**src/rtl/sws_pkg.sv**
```systemverilog
// ----------------------------------------------------------------------------
// sws_pkg
// Shared codes, types and defaults of the sliding-window sender.
// ----------------------------------------------------------------------------
package sws_pkg;

    localparam int RING_DEPTH_DEF = 16;
    localparam int SEQ_W          = 32;
    localparam int CFG_DATA_W     = 4;
    localparam logic [3:0] MIF_RESET = 4'd8;

    localparam logic [1:0] OP_NEW  = 2'd0;
    localparam logic [1:0] OP_ACK  = 2'd1;
    localparam logic [1:0] OP_NACK = 2'd2;
    localparam logic [1:0] OP_TICK = 2'd3;

    localparam logic [1:0] KIND_SEND   = 2'd0;
    localparam logic [1:0] KIND_RESEND = 2'd1;
    localparam logic [1:0] KIND_REJECT = 2'd2;
    localparam logic [1:0] KIND_END    = 2'd3;

    localparam logic [1:0] CAUSE_NONE    = 2'd0;
    localparam logic [1:0] CAUSE_TIMEOUT = 2'd1;
    localparam logic [1:0] CAUSE_DUPACK  = 2'd2;
    localparam logic [1:0] CAUSE_NACK    = 2'd3;

    localparam logic CFG_SEL_REPEAT = 1'b0;
    localparam logic CFG_MAX_FLIGHT = 1'b1;

    typedef enum logic [8:0] {
        ST_IDLE  = 9'b000000001,
        ST_REJ   = 9'b000000010,
        ST_RS_RD = 9'b000000100,
        ST_RS_EV = 9'b000001000,
        ST_RT_RD = 9'b000010000,
        ST_RT_EV = 9'b000100000,
        ST_SD_RD = 9'b001000000,
        ST_SD_EV = 9'b010000000,
        ST_END   = 9'b100000000
    } state_t;

    typedef struct packed {
        logic [1:0]       kind;
        logic [SEQ_W-1:0] pkt_seq;
        logic [3:0]       slot;
        logic [1:0]       cause;
        logic [3:0]       retired;
        logic             last;
    } result_t;

endpackage

```
**src/rtl/sws_ring.sv**
```systemverilog
// ----------------------------------------------------------------------------
// sws_ring
// Sequence number ring: one write port, one registered read port.
// ----------------------------------------------------------------------------
module sws_ring #(
    parameter int DEPTH = sws_pkg::RING_DEPTH_DEF,
    parameter int AW    = $clog2(DEPTH)
) (
    input  logic                     aclk,
    input  logic                     wr_en,
    input  logic [AW-1:0]            wr_addr,
    input  logic [sws_pkg::SEQ_W-1:0] wr_data,
    input  logic                     rd_en,
    input  logic [AW-1:0]            rd_addr,
    output logic [sws_pkg::SEQ_W-1:0] rd_data
);
    import sws_pkg::*;

    logic [SEQ_W-1:0] mem [DEPTH];
    logic [SEQ_W-1:0] rd_data_reg;

    always_ff @(posedge aclk) begin
        if (wr_en) begin
            mem[wr_addr] <= wr_data;
        end
        if (rd_en) begin
            rd_data_reg <= mem[rd_addr];
        end
    end

    assign rd_data = rd_data_reg;

endmodule

```
**src/rtl/sws_ctrl.sv**
```systemverilog
// ----------------------------------------------------------------------------
// sws_ctrl
// Window sequencer: walks ring entries one at a time through a shared
// address adder and a shared sequence comparator.
// ----------------------------------------------------------------------------
module sws_ctrl #(
    parameter int DEPTH = sws_pkg::RING_DEPTH_DEF,
    parameter int AW    = $clog2(DEPTH)
) (
    input  logic                          aclk,
    input  logic                          aresetn,
    input  logic                          cfg_wr_en,
    input  logic                          cfg_addr,
    input  logic [sws_pkg::CFG_DATA_W-1:0] cfg_wdata,
    input  logic                          in_valid,
    input  logic [1:0]                    in_op,
    input  logic [sws_pkg::SEQ_W-1:0]     in_seq,
    output logic                          in_ready,
    input  logic                          out_free,
    output logic                          emit,
    output sws_pkg::result_t              emit_word,
    output logic                          mem_we,
    output logic                          mem_re,
    output logic [AW-1:0]                 mem_addr,
    output logic [sws_pkg::SEQ_W-1:0]     mem_wdata,
    input  logic [sws_pkg::SEQ_W-1:0]     mem_rdata
);
    import sws_pkg::*;

    localparam int CNT_W = $clog2(DEPTH + 1);
    localparam int SW    = CNT_W + 1;
    localparam int LW    = (CNT_W > 4) ? CNT_W : 4;

    state_t           state_reg, state_next;
    logic [AW-1:0]    oldest_reg, oldest_next;
    logic [CNT_W-1:0] sent_reg, sent_next;
    logic [CNT_W-1:0] queued_reg, queued_next;
    logic [CNT_W-1:0] idx_reg, idx_next;
    logic [SEQ_W-1:0] prev_ack_reg, prev_ack_next;
    logic             prev_valid_reg, prev_valid_next;
    logic [SEQ_W-1:0] key_reg, key_next;
    logic [1:0]       op_reg, op_next;
    logic             all_reg, all_next;
    logic [1:0]       cause_reg, cause_next;
    logic [3:0]       retired_reg, retired_next;
    logic             sel_reg;
    logic [3:0]       mif_reg;

    logic [3:0]       limit;
    logic [CNT_W-1:0] offset;
    logic [SW-1:0]    sum;
    logic [AW-1:0]    ptr;
    logic [AW-1:0]    oldest_inc;
    logic             key_eq;
    logic             key_lt;

    // shared address adder: oldest + offset, wrapped once
    always_comb begin
        case (state_reg)
            ST_IDLE:  offset = queued_reg;
            ST_RS_RD,
            ST_RS_EV: offset = idx_reg;
            ST_SD_RD,
            ST_SD_EV: offset = sent_reg;
            default:  offset = '0;
        endcase
        sum = SW'(oldest_reg) + SW'(offset);
        if (sum >= SW'(DEPTH)) begin
            sum = sum - SW'(DEPTH);
        end
        ptr = AW'(sum);
    end

    assign oldest_inc = (oldest_reg == AW'(DEPTH - 1)) ? '0 : oldest_reg + AW'(1);

    // shared comparator
    assign key_eq = (mem_rdata == key_reg);
    assign key_lt = (mem_rdata < key_reg);

    assign limit     = (mif_reg == 4'd0) ? 4'd1 : mif_reg;
    assign in_ready  = (state_reg == ST_IDLE);
    assign mem_addr  = ptr;
    assign mem_wdata = in_seq;

    always_comb begin
        state_next      = state_reg;
        oldest_next     = oldest_reg;
        sent_next       = sent_reg;
        queued_next     = queued_reg;
        idx_next        = idx_reg;
        prev_ack_next   = prev_ack_reg;
        prev_valid_next = prev_valid_reg;
        key_next        = key_reg;
        op_next         = op_reg;
        all_next        = all_reg;
        cause_next      = cause_reg;
        retired_next    = retired_reg;
        emit            = 1'b0;
        emit_word       = '0;
        mem_we          = 1'b0;
        mem_re          = 1'b0;

        case (state_reg)
            ST_IDLE: begin
                if (in_valid) begin
                    key_next     = in_seq;
                    op_next      = in_op;
                    retired_next = '0;
                    idx_next     = '0;
                    case (in_op)
                        OP_NEW: begin
                            if (queued_reg >= CNT_W'(DEPTH)) begin
                                state_next = ST_REJ;
                            end else begin
                                mem_we      = 1'b1;
                                queued_next = queued_reg + CNT_W'(1);
                                state_next  = ST_SD_RD;
                            end
                        end
                        OP_ACK: begin
                            prev_ack_next   = in_seq;
                            prev_valid_next = 1'b1;
                            if (prev_valid_reg && (in_seq == prev_ack_reg)) begin
                                all_next   = ~sel_reg;
                                cause_next = CAUSE_DUPACK;
                                state_next = ST_RS_RD;
                            end else begin
                                state_next = ST_RT_RD;
                            end
                        end
                        OP_NACK: begin
                            all_next   = 1'b0;
                            cause_next = CAUSE_NACK;
                            state_next = ST_RS_RD;
                        end
                        default: begin
                            all_next   = 1'b1;
                            cause_next = CAUSE_TIMEOUT;
                            state_next = ST_RS_RD;
                        end
                    endcase
                end
            end
            ST_REJ: begin
                if (out_free) begin
                    emit           = 1'b1;
                    emit_word.kind = KIND_REJECT;
                    state_next     = ST_END;
                end
            end
            ST_RS_RD: begin
                if (idx_reg == sent_reg) begin
                    state_next = (op_reg == OP_ACK) ? ST_RT_RD : ST_END;
                end else begin
                    mem_re     = 1'b1;
                    state_next = ST_RS_EV;
                end
            end
            ST_RS_EV: begin
                if (all_reg || key_eq) begin
                    if (out_free) begin
                        emit              = 1'b1;
                        emit_word.kind    = KIND_RESEND;
                        emit_word.pkt_seq = mem_rdata;
                        emit_word.slot    = 4'(ptr);
                        emit_word.cause   = cause_reg;
                        idx_next          = idx_reg + CNT_W'(1);
                        state_next        = ST_RS_RD;
                    end
                end else begin
                    idx_next   = idx_reg + CNT_W'(1);
                    state_next = ST_RS_RD;
                end
            end
            ST_RT_RD: begin
                if (sent_reg == '0) begin
                    state_next = ST_SD_RD;
                end else begin
                    mem_re     = 1'b1;
                    state_next = ST_RT_EV;
                end
            end
            ST_RT_EV: begin
                if (key_lt) begin
                    oldest_next  = oldest_inc;
                    sent_next    = sent_reg - CNT_W'(1);
                    queued_next  = queued_reg - CNT_W'(1);
                    retired_next = retired_reg + 4'd1;
                    state_next   = ST_RT_RD;
                end else begin
                    state_next = ST_SD_RD;
                end
            end
            ST_SD_RD: begin
                if ((sent_reg < queued_reg) && (LW'(sent_reg) < LW'(limit))) begin
                    mem_re     = 1'b1;
                    state_next = ST_SD_EV;
                end else begin
                    state_next = ST_END;
                end
            end
            ST_SD_EV: begin
                if (out_free) begin
                    emit              = 1'b1;
                    emit_word.kind    = KIND_SEND;
                    emit_word.pkt_seq = mem_rdata;
                    emit_word.slot    = 4'(ptr);
                    sent_next         = sent_reg + CNT_W'(1);
                    state_next        = ST_SD_RD;
                end
            end
            ST_END: begin
                if (out_free) begin
                    emit              = 1'b1;
                    emit_word.kind    = KIND_END;
                    emit_word.retired = retired_reg;
                    emit_word.last    = 1'b1;
                    state_next        = ST_IDLE;
                end
            end
            default: begin
                state_next = ST_IDLE;
            end
        endcase
    end

    always_ff @(posedge aclk) begin
        if (!aresetn) begin
            state_reg      <= ST_IDLE;
            oldest_reg     <= '0;
            sent_reg       <= '0;
            queued_reg     <= '0;
            prev_valid_reg <= 1'b0;
            prev_ack_reg   <= '0;
            sel_reg        <= 1'b0;
            mif_reg        <= MIF_RESET;
        end else begin
            state_reg      <= state_next;
            oldest_reg     <= oldest_next;
            sent_reg       <= sent_next;
            queued_reg     <= queued_next;
            prev_valid_reg <= prev_valid_next;
            prev_ack_reg   <= prev_ack_next;
            if (cfg_wr_en) begin
                case (cfg_addr)
                    CFG_SEL_REPEAT: sel_reg <= cfg_wdata[0];
                    CFG_MAX_FLIGHT: mif_reg <= cfg_wdata;
                    default: ;
                endcase
            end
        end
    end

    always_ff @(posedge aclk) begin
        idx_reg     <= idx_next;
        key_reg     <= key_next;
        op_reg      <= op_next;
        all_reg     <= all_next;
        cause_reg   <= cause_next;
        retired_reg <= retired_next;
    end

endmodule

```
**src/rtl/sliding_window_sender_unit.sv**
```systemverilog
// ----------------------------------------------------------------------------
// sliding_window_sender_unit
// Sender side of a go-back-N / selective-repeat retransmission window.
// ----------------------------------------------------------------------------
// Input words (s_*) carry an operation in tuser (new packet, cumulative ack,
// nack, timeout tick) and a sequence number in tdata. Each input word yields
// zero or more send, resend or reject words on m_*, closed by an end word
// with tlast high that also reports the entries an ack retired.
// Configuration (selective repeat, window limit) is written through
// cfg_wr_en / cfg_addr / cfg_wdata; the user must write it only while the
// unit is idle, and the unit itself does not enforce this.
// Flow: one input word at a time; s_tready is high only while idle.
// Every ring entry examined takes a registered ring read, then a compare
// and emit step; an ack walks its resend (duplicate acks only), retire and
// send passes in turn.
// A stalled m_tready holds the output register and the sequencer waits
// before the next emit. Reset clears the window pointers, counters and
// the duplicate-ack history and restores the default configuration;
// ring contents are left as they are.
// ----------------------------------------------------------------------------
module sliding_window_sender_unit #(
    parameter int RING_DEPTH = sws_pkg::RING_DEPTH_DEF
) (
    input  logic                          aclk,
    input  logic                          aresetn,
    input  logic                          cfg_wr_en,
    input  logic                          cfg_addr,
    input  logic [sws_pkg::CFG_DATA_W-1:0] cfg_wdata,
    input  logic                          s_tvalid,
    output logic                          s_tready,
    input  logic [31:0]                   s_tdata,  // seq[31:0]
    input  logic [1:0]                    s_tuser,  // op[1:0]
    output logic                          m_tvalid,
    input  logic                          m_tready,
    output logic [47:0]                   m_tdata,  // pkt_seq[31:0], slot[35:32],
                                                    // cause[37:36], retired[41:38]
    output logic [1:0]                    m_tuser,  // kind[1:0]
    output logic                          m_tlast
);
    import sws_pkg::*;

    localparam int AW = $clog2(RING_DEPTH);

    logic             emit;
    result_t          emit_word;
    logic             out_free;
    logic             mem_we;
    logic             mem_re;
    logic [AW-1:0]    mem_addr;
    logic [SEQ_W-1:0] mem_wdata;
    logic [SEQ_W-1:0] mem_rdata;

    result_t          out_reg;
    logic             m_tvalid_reg;

    sws_ring #(
        .DEPTH (RING_DEPTH),
        .AW    (AW)
    ) u_ring (
        .aclk    (aclk),
        .wr_en   (mem_we),
        .wr_addr (mem_addr),
        .wr_data (mem_wdata),
        .rd_en   (mem_re),
        .rd_addr (mem_addr),
        .rd_data (mem_rdata)
    );

    sws_ctrl #(
        .DEPTH (RING_DEPTH),
        .AW    (AW)
    ) u_ctrl (
        .aclk      (aclk),
        .aresetn   (aresetn),
        .cfg_wr_en (cfg_wr_en),
        .cfg_addr  (cfg_addr),
        .cfg_wdata (cfg_wdata),
        .in_valid  (s_tvalid),
        .in_op     (s_tuser),
        .in_seq    (s_tdata),
        .in_ready  (s_tready),
        .out_free  (out_free),
        .emit      (emit),
        .emit_word (emit_word),
        .mem_we    (mem_we),
        .mem_re    (mem_re),
        .mem_addr  (mem_addr),
        .mem_wdata (mem_wdata),
        .mem_rdata (mem_rdata)
    );

    assign out_free = ~m_tvalid_reg | m_tready;

    always_ff @(posedge aclk) begin
        if (!aresetn) begin
            m_tvalid_reg <= 1'b0;
        end else if (emit) begin
            m_tvalid_reg <= 1'b1;
        end else if (m_tready) begin
            m_tvalid_reg <= 1'b0;
        end
    end

    always_ff @(posedge aclk) begin
        if (emit) begin
            out_reg <= emit_word;
        end
    end

    assign m_tvalid = m_tvalid_reg;
    assign m_tdata  = {6'd0, out_reg.retired, out_reg.cause, out_reg.slot, out_reg.pkt_seq};
    assign m_tuser  = out_reg.kind;
    assign m_tlast  = out_reg.last;

endmodule

```
**config.mk**
```make
export PLATFORM = sky130hd
export DESIGN_NAME = sliding_window_sender_unit
export DESIGN_NICKNAME = d
export VERILOG_FILES = /design/src/rtl/sws_pkg.sv /design/src/rtl/sws_ring.sv /design/src/rtl/sws_ctrl.sv /design/src/rtl/sliding_window_sender_unit.sv
export SDC_FILE = /design/constraint.sdc
export NUM_CORES = 1
export LEC_CHECK = 0
export BUFFER_PORTS_ARGS = -buffer_cell sky130_fd_sc_hd__buf_2
export CAP_MARGIN = 10
export CORE_MARGIN = 2
export CORE_UTILIZATION = 45
export CTS_BUF_LIST = sky130_fd_sc_hd__clkbuf_2 sky130_fd_sc_hd__clkbuf_4 sky130_fd_sc_hd__clkbuf_8
export DETAILED_ROUTE_END_ITERATION = 10
export HOLD_SLACK_MARGIN = 0.02
export SLEW_MARGIN = 30
export SYNTH_ARGS = -nofsm -noshare
export SYNTH_HDL_FRONTEND = slang
export SYNTH_SLANG_ARGS = --single-unit
export TNS_END_PERCENT = 100
```
**constraint.sdc**
```tcl
create_clock -name aclk -period 10.1 [get_ports aclk]
set_input_delay 0 -clock aclk [delete_from_list [all_inputs] [get_ports aclk]]
set_output_delay 0 -clock aclk [all_outputs]
set_load 0.03 [all_outputs]
```
==> metrics.txt <==
largest family of logic cells by synthesized area=multiplexers; fin nets=1841; period utilisation layout=0.554; fin. max-slew vios=0; pin count of the biggest net entering global routing=110; Setup crit end=u_ring.mem[3][15]; area of the multi-input gates=0.00728 sq mm; max_slew headroom=0.347; Starting Density=0.454; Clock Latency Late Sink=730 ps; share of power burned in registers=0.530; flop-to-flop setup slack=4500 ps; skew final=42.9 ps; XOR/XNOR Fraction of Synth Area=0.0179; P_int=4.73 mW; complex-gate fraction of the synthesized area=0.0287; drt first pass iters=8; DR vias/cell=5.49; measured slew at the worst slew-check pin=974 ps; postcts setup bufs=0; final core occ=0.529; die width=253 microns; layout cells sized above 1=0.289; number of antenna violations at the first check in global routing=1; cells after synthesis=1506; Async SR Flop Fraction=0; Sw Ratio=0.217; crit path from=u_ctrl.state_reg[8]; gr usage total=0.206; part of the Yosys area used for sequential elements=0.726; Critical R2R Capture=u_ring.mem[3][15]; # rows=91; P per Cell Area=185 mW/mm^2; # setup viols final=0; peak supply drop=117 uV; total gr overflow=0; Routability Congestion=0.859; dpl cells=2404; Post-synth EDFFs=635; flop and latch count out of synthesis=697; first-pass GRT wire length=96100 microns; Gate power share=0.051; leakage=10.8 nW; detailed-route via count=14700; Synthesis Warnings=0; clock power share=0.419; Final Critical Period=5600 ps; Largest stage delay, worst path=880 ps; IO Port Bufs=90; CTS tree=built; max-cap violations=0; fmax=179 MHz; Die Height=253 microns; kind of critical path=reg2reg; Crit Path Max Fanout=49; Filler Cells Inserted=4911; Reg with most FFs=u_ring.mem; clk slew on worst S/H paths=60 ps; Worst R2R Start=u_ctrl.state_reg[8]; Max Buffers Root-to-Sink=3; CP endpoint kind=flop; setup_tns=0 ps; Worst R2R Path Depth=12; Post-Synthesis Cell Area=0.0280 sq mm; remaining antenna violation count after routing=0; Synth Area in Simple Gates=0.0504; Post-Layout Cell Count=2676; area grow syn2layout=16.5%; Sw Pwr=1.31 mW; Root Driver=clkbuf_8; total CTS buffers=112; Core Area=0.0616 sq mm; Die ar.=0.0641 sq mm; Most used DFF post-synth=edfxtp_1; wire length per cell=24.2 microns; Slowest-stage cell, CP=fa_4; Distinct cells, synth=67; post-CTS sizing=0; DR iter-0 viols=1272; Detail Placement HPWL=37200 microns; DRC errors left=0; Worst Path Required=10440 ps; number of clock sinks=697; outcome=finished clean; htree depth=3; Avg Inst Size Synth=18.6 sq um; hold buffer count at cts=56; vias in the first global route=15100; Storage cell area=0.0203 sq mm; Top-Level Pins=97; Pwr Total=6.04 mW; HP Class=in2reg; RSZ-0062 raised after global routing=no; CP Launch Type=flop; crit path cell chain=or4_4 -> or3_4 -> nor3_1 -> a222oi_1 -> inv_1 -> ha_4 -> inv_1 -> fa_4 -> buf_4 -> nand2b_1 -> nor3_2 -> buf_4; multiplexer area fraction after synthesis=0.130; Post-Synth Adder-Cell Area=0.0268; final wirelength=64800 microns; arrival time worst endpoint=5940 ps; Final Hold Viols=0; Largest register FFs=512
## cell families (layout without fill, tap and decap cells)
| family | Yosys count | after routing |
|---|---|---|
| simple gates | 274 | 274 |
| fa+ha+maj | 58 | 58 |
| buf+inv | 126 | 453 |
| compound gates | 132 | 132 |
| flops | 697 | 697 |
| mux | 164 | 164 |
| other cells | 1 | 7 |
| xor+xnor | 54 | 54 |
## how the worst min path moves through the flow
stage,start,endpoint,slack (ps),cells after the start
6_report,s_tuser[0],u_ctrl.op_reg[0],90,2
5_1_grt,s_tuser[0],u_ctrl.op_reg[0],70,2
3_5_place_dp,s_tuser[1],u_ctrl.op_reg[1],220,1
4_1_cts,s_tuser[0],u_ctrl.op_reg[0],30,2
3_3_place_gp,s_tuser[1],u_ctrl.op_reg[1],220,1
2_1_floorplan,s_tdata[0],u_ctrl.key_reg[0],100,0
## cell usage after synthesis (4+ instances only)
master	instances	area [sq um]
buf_6	4	45.0
inv_1	53	199
nor3_1	20	100
buf_4	7	52.6
nand4_1	15	93.8
nor4_1	13	81.3
a21o_1	9	67.6
clkbuf_1	43	161
xnor2_1	40	350
nor2b_1	7	43.8
mux2i_1	4	40.0
o21ai_0	20	100
xor2_1	12	105
nand2b_1	5	31.3
inv_2	4	15.0
buf_2	10	50.1
buf_1	5	18.8
a31oi_1	4	25.0
and3_1	5	31.3
a21oi_1	69	345
ha_1	55	688
nand3_1	21	105
mux4_2	160	3600
dfxtp_1	62	1240
nor2_1	34	128
edfxtp_1	635	19100
nand2_1	93	349
and2_1	38	238
## final cells by class
class / count / area share
flip-flops and latches: 697 / 0.624
multi-input cells: 688 / 0.223
well taps: 837 / 0.0322
inverters: 57 / 0.00661
clock buffers: 178 / 0.0650
diodes: 1 / 0.0000768
repair buffers: 183 / 0.0409
clock inverters: 35 / 0.00822
## per-stage QoR
step	cell area, sq um	hold WS (ps)	setup WS, ps
6_report	32600	87.5	4500
5_1_grt	32600	70.4	4280
4_1_cts	32500	26.9	4480
3_5_place_dp	29600	223	4500
3_3_place_gp	29600	221	4700
2_1_floorplan	28000	98.9	3100
## critical path, delay by kind of cell (launching register included)
kind / cells / cell delay (ps)
simple gates: 5 / 2480
compound gates: 1 / 170
flops: 1 / 360
buf+inv: 4 / 1190
fa+ha+maj: 2 / 1010
## layout by cell type (no fill, tap or decap), types with 40 or more instances in the layout
cell type	instances
a21oi_1	69
inv_1	53
mux4_2	160
nand2_1	92
buf_2	90
clkbuf_8	125
ha_1	54
clkbuf_4	53
xnor2_1	40
dlygate4sd3_1	56
edfxtp_1	635
dfxtp_1	62
## per-layer routing
layer	GRT usage	vias to the layer above	part of all wire
met5	0	-	0
met4	0.0583	0	0.023
met3	0.0344	107	0.045
met2	0.342	424	0.49
met1	0.281	7686	0.44
li1	-	6465	-
## power by group through the flow
stage               registers, mW  logic (mW)  clock network [mW]
floorplan                    3.26       0.187                   0
global placement             3.26       0.287                   0
finish                       3.20       0.308                2.53
global route                 3.20       0.337                2.71
detailed placement           3.26       0.293                   0
CTS                          3.20       0.310                2.58
Power figures use the tool's default switching activity.
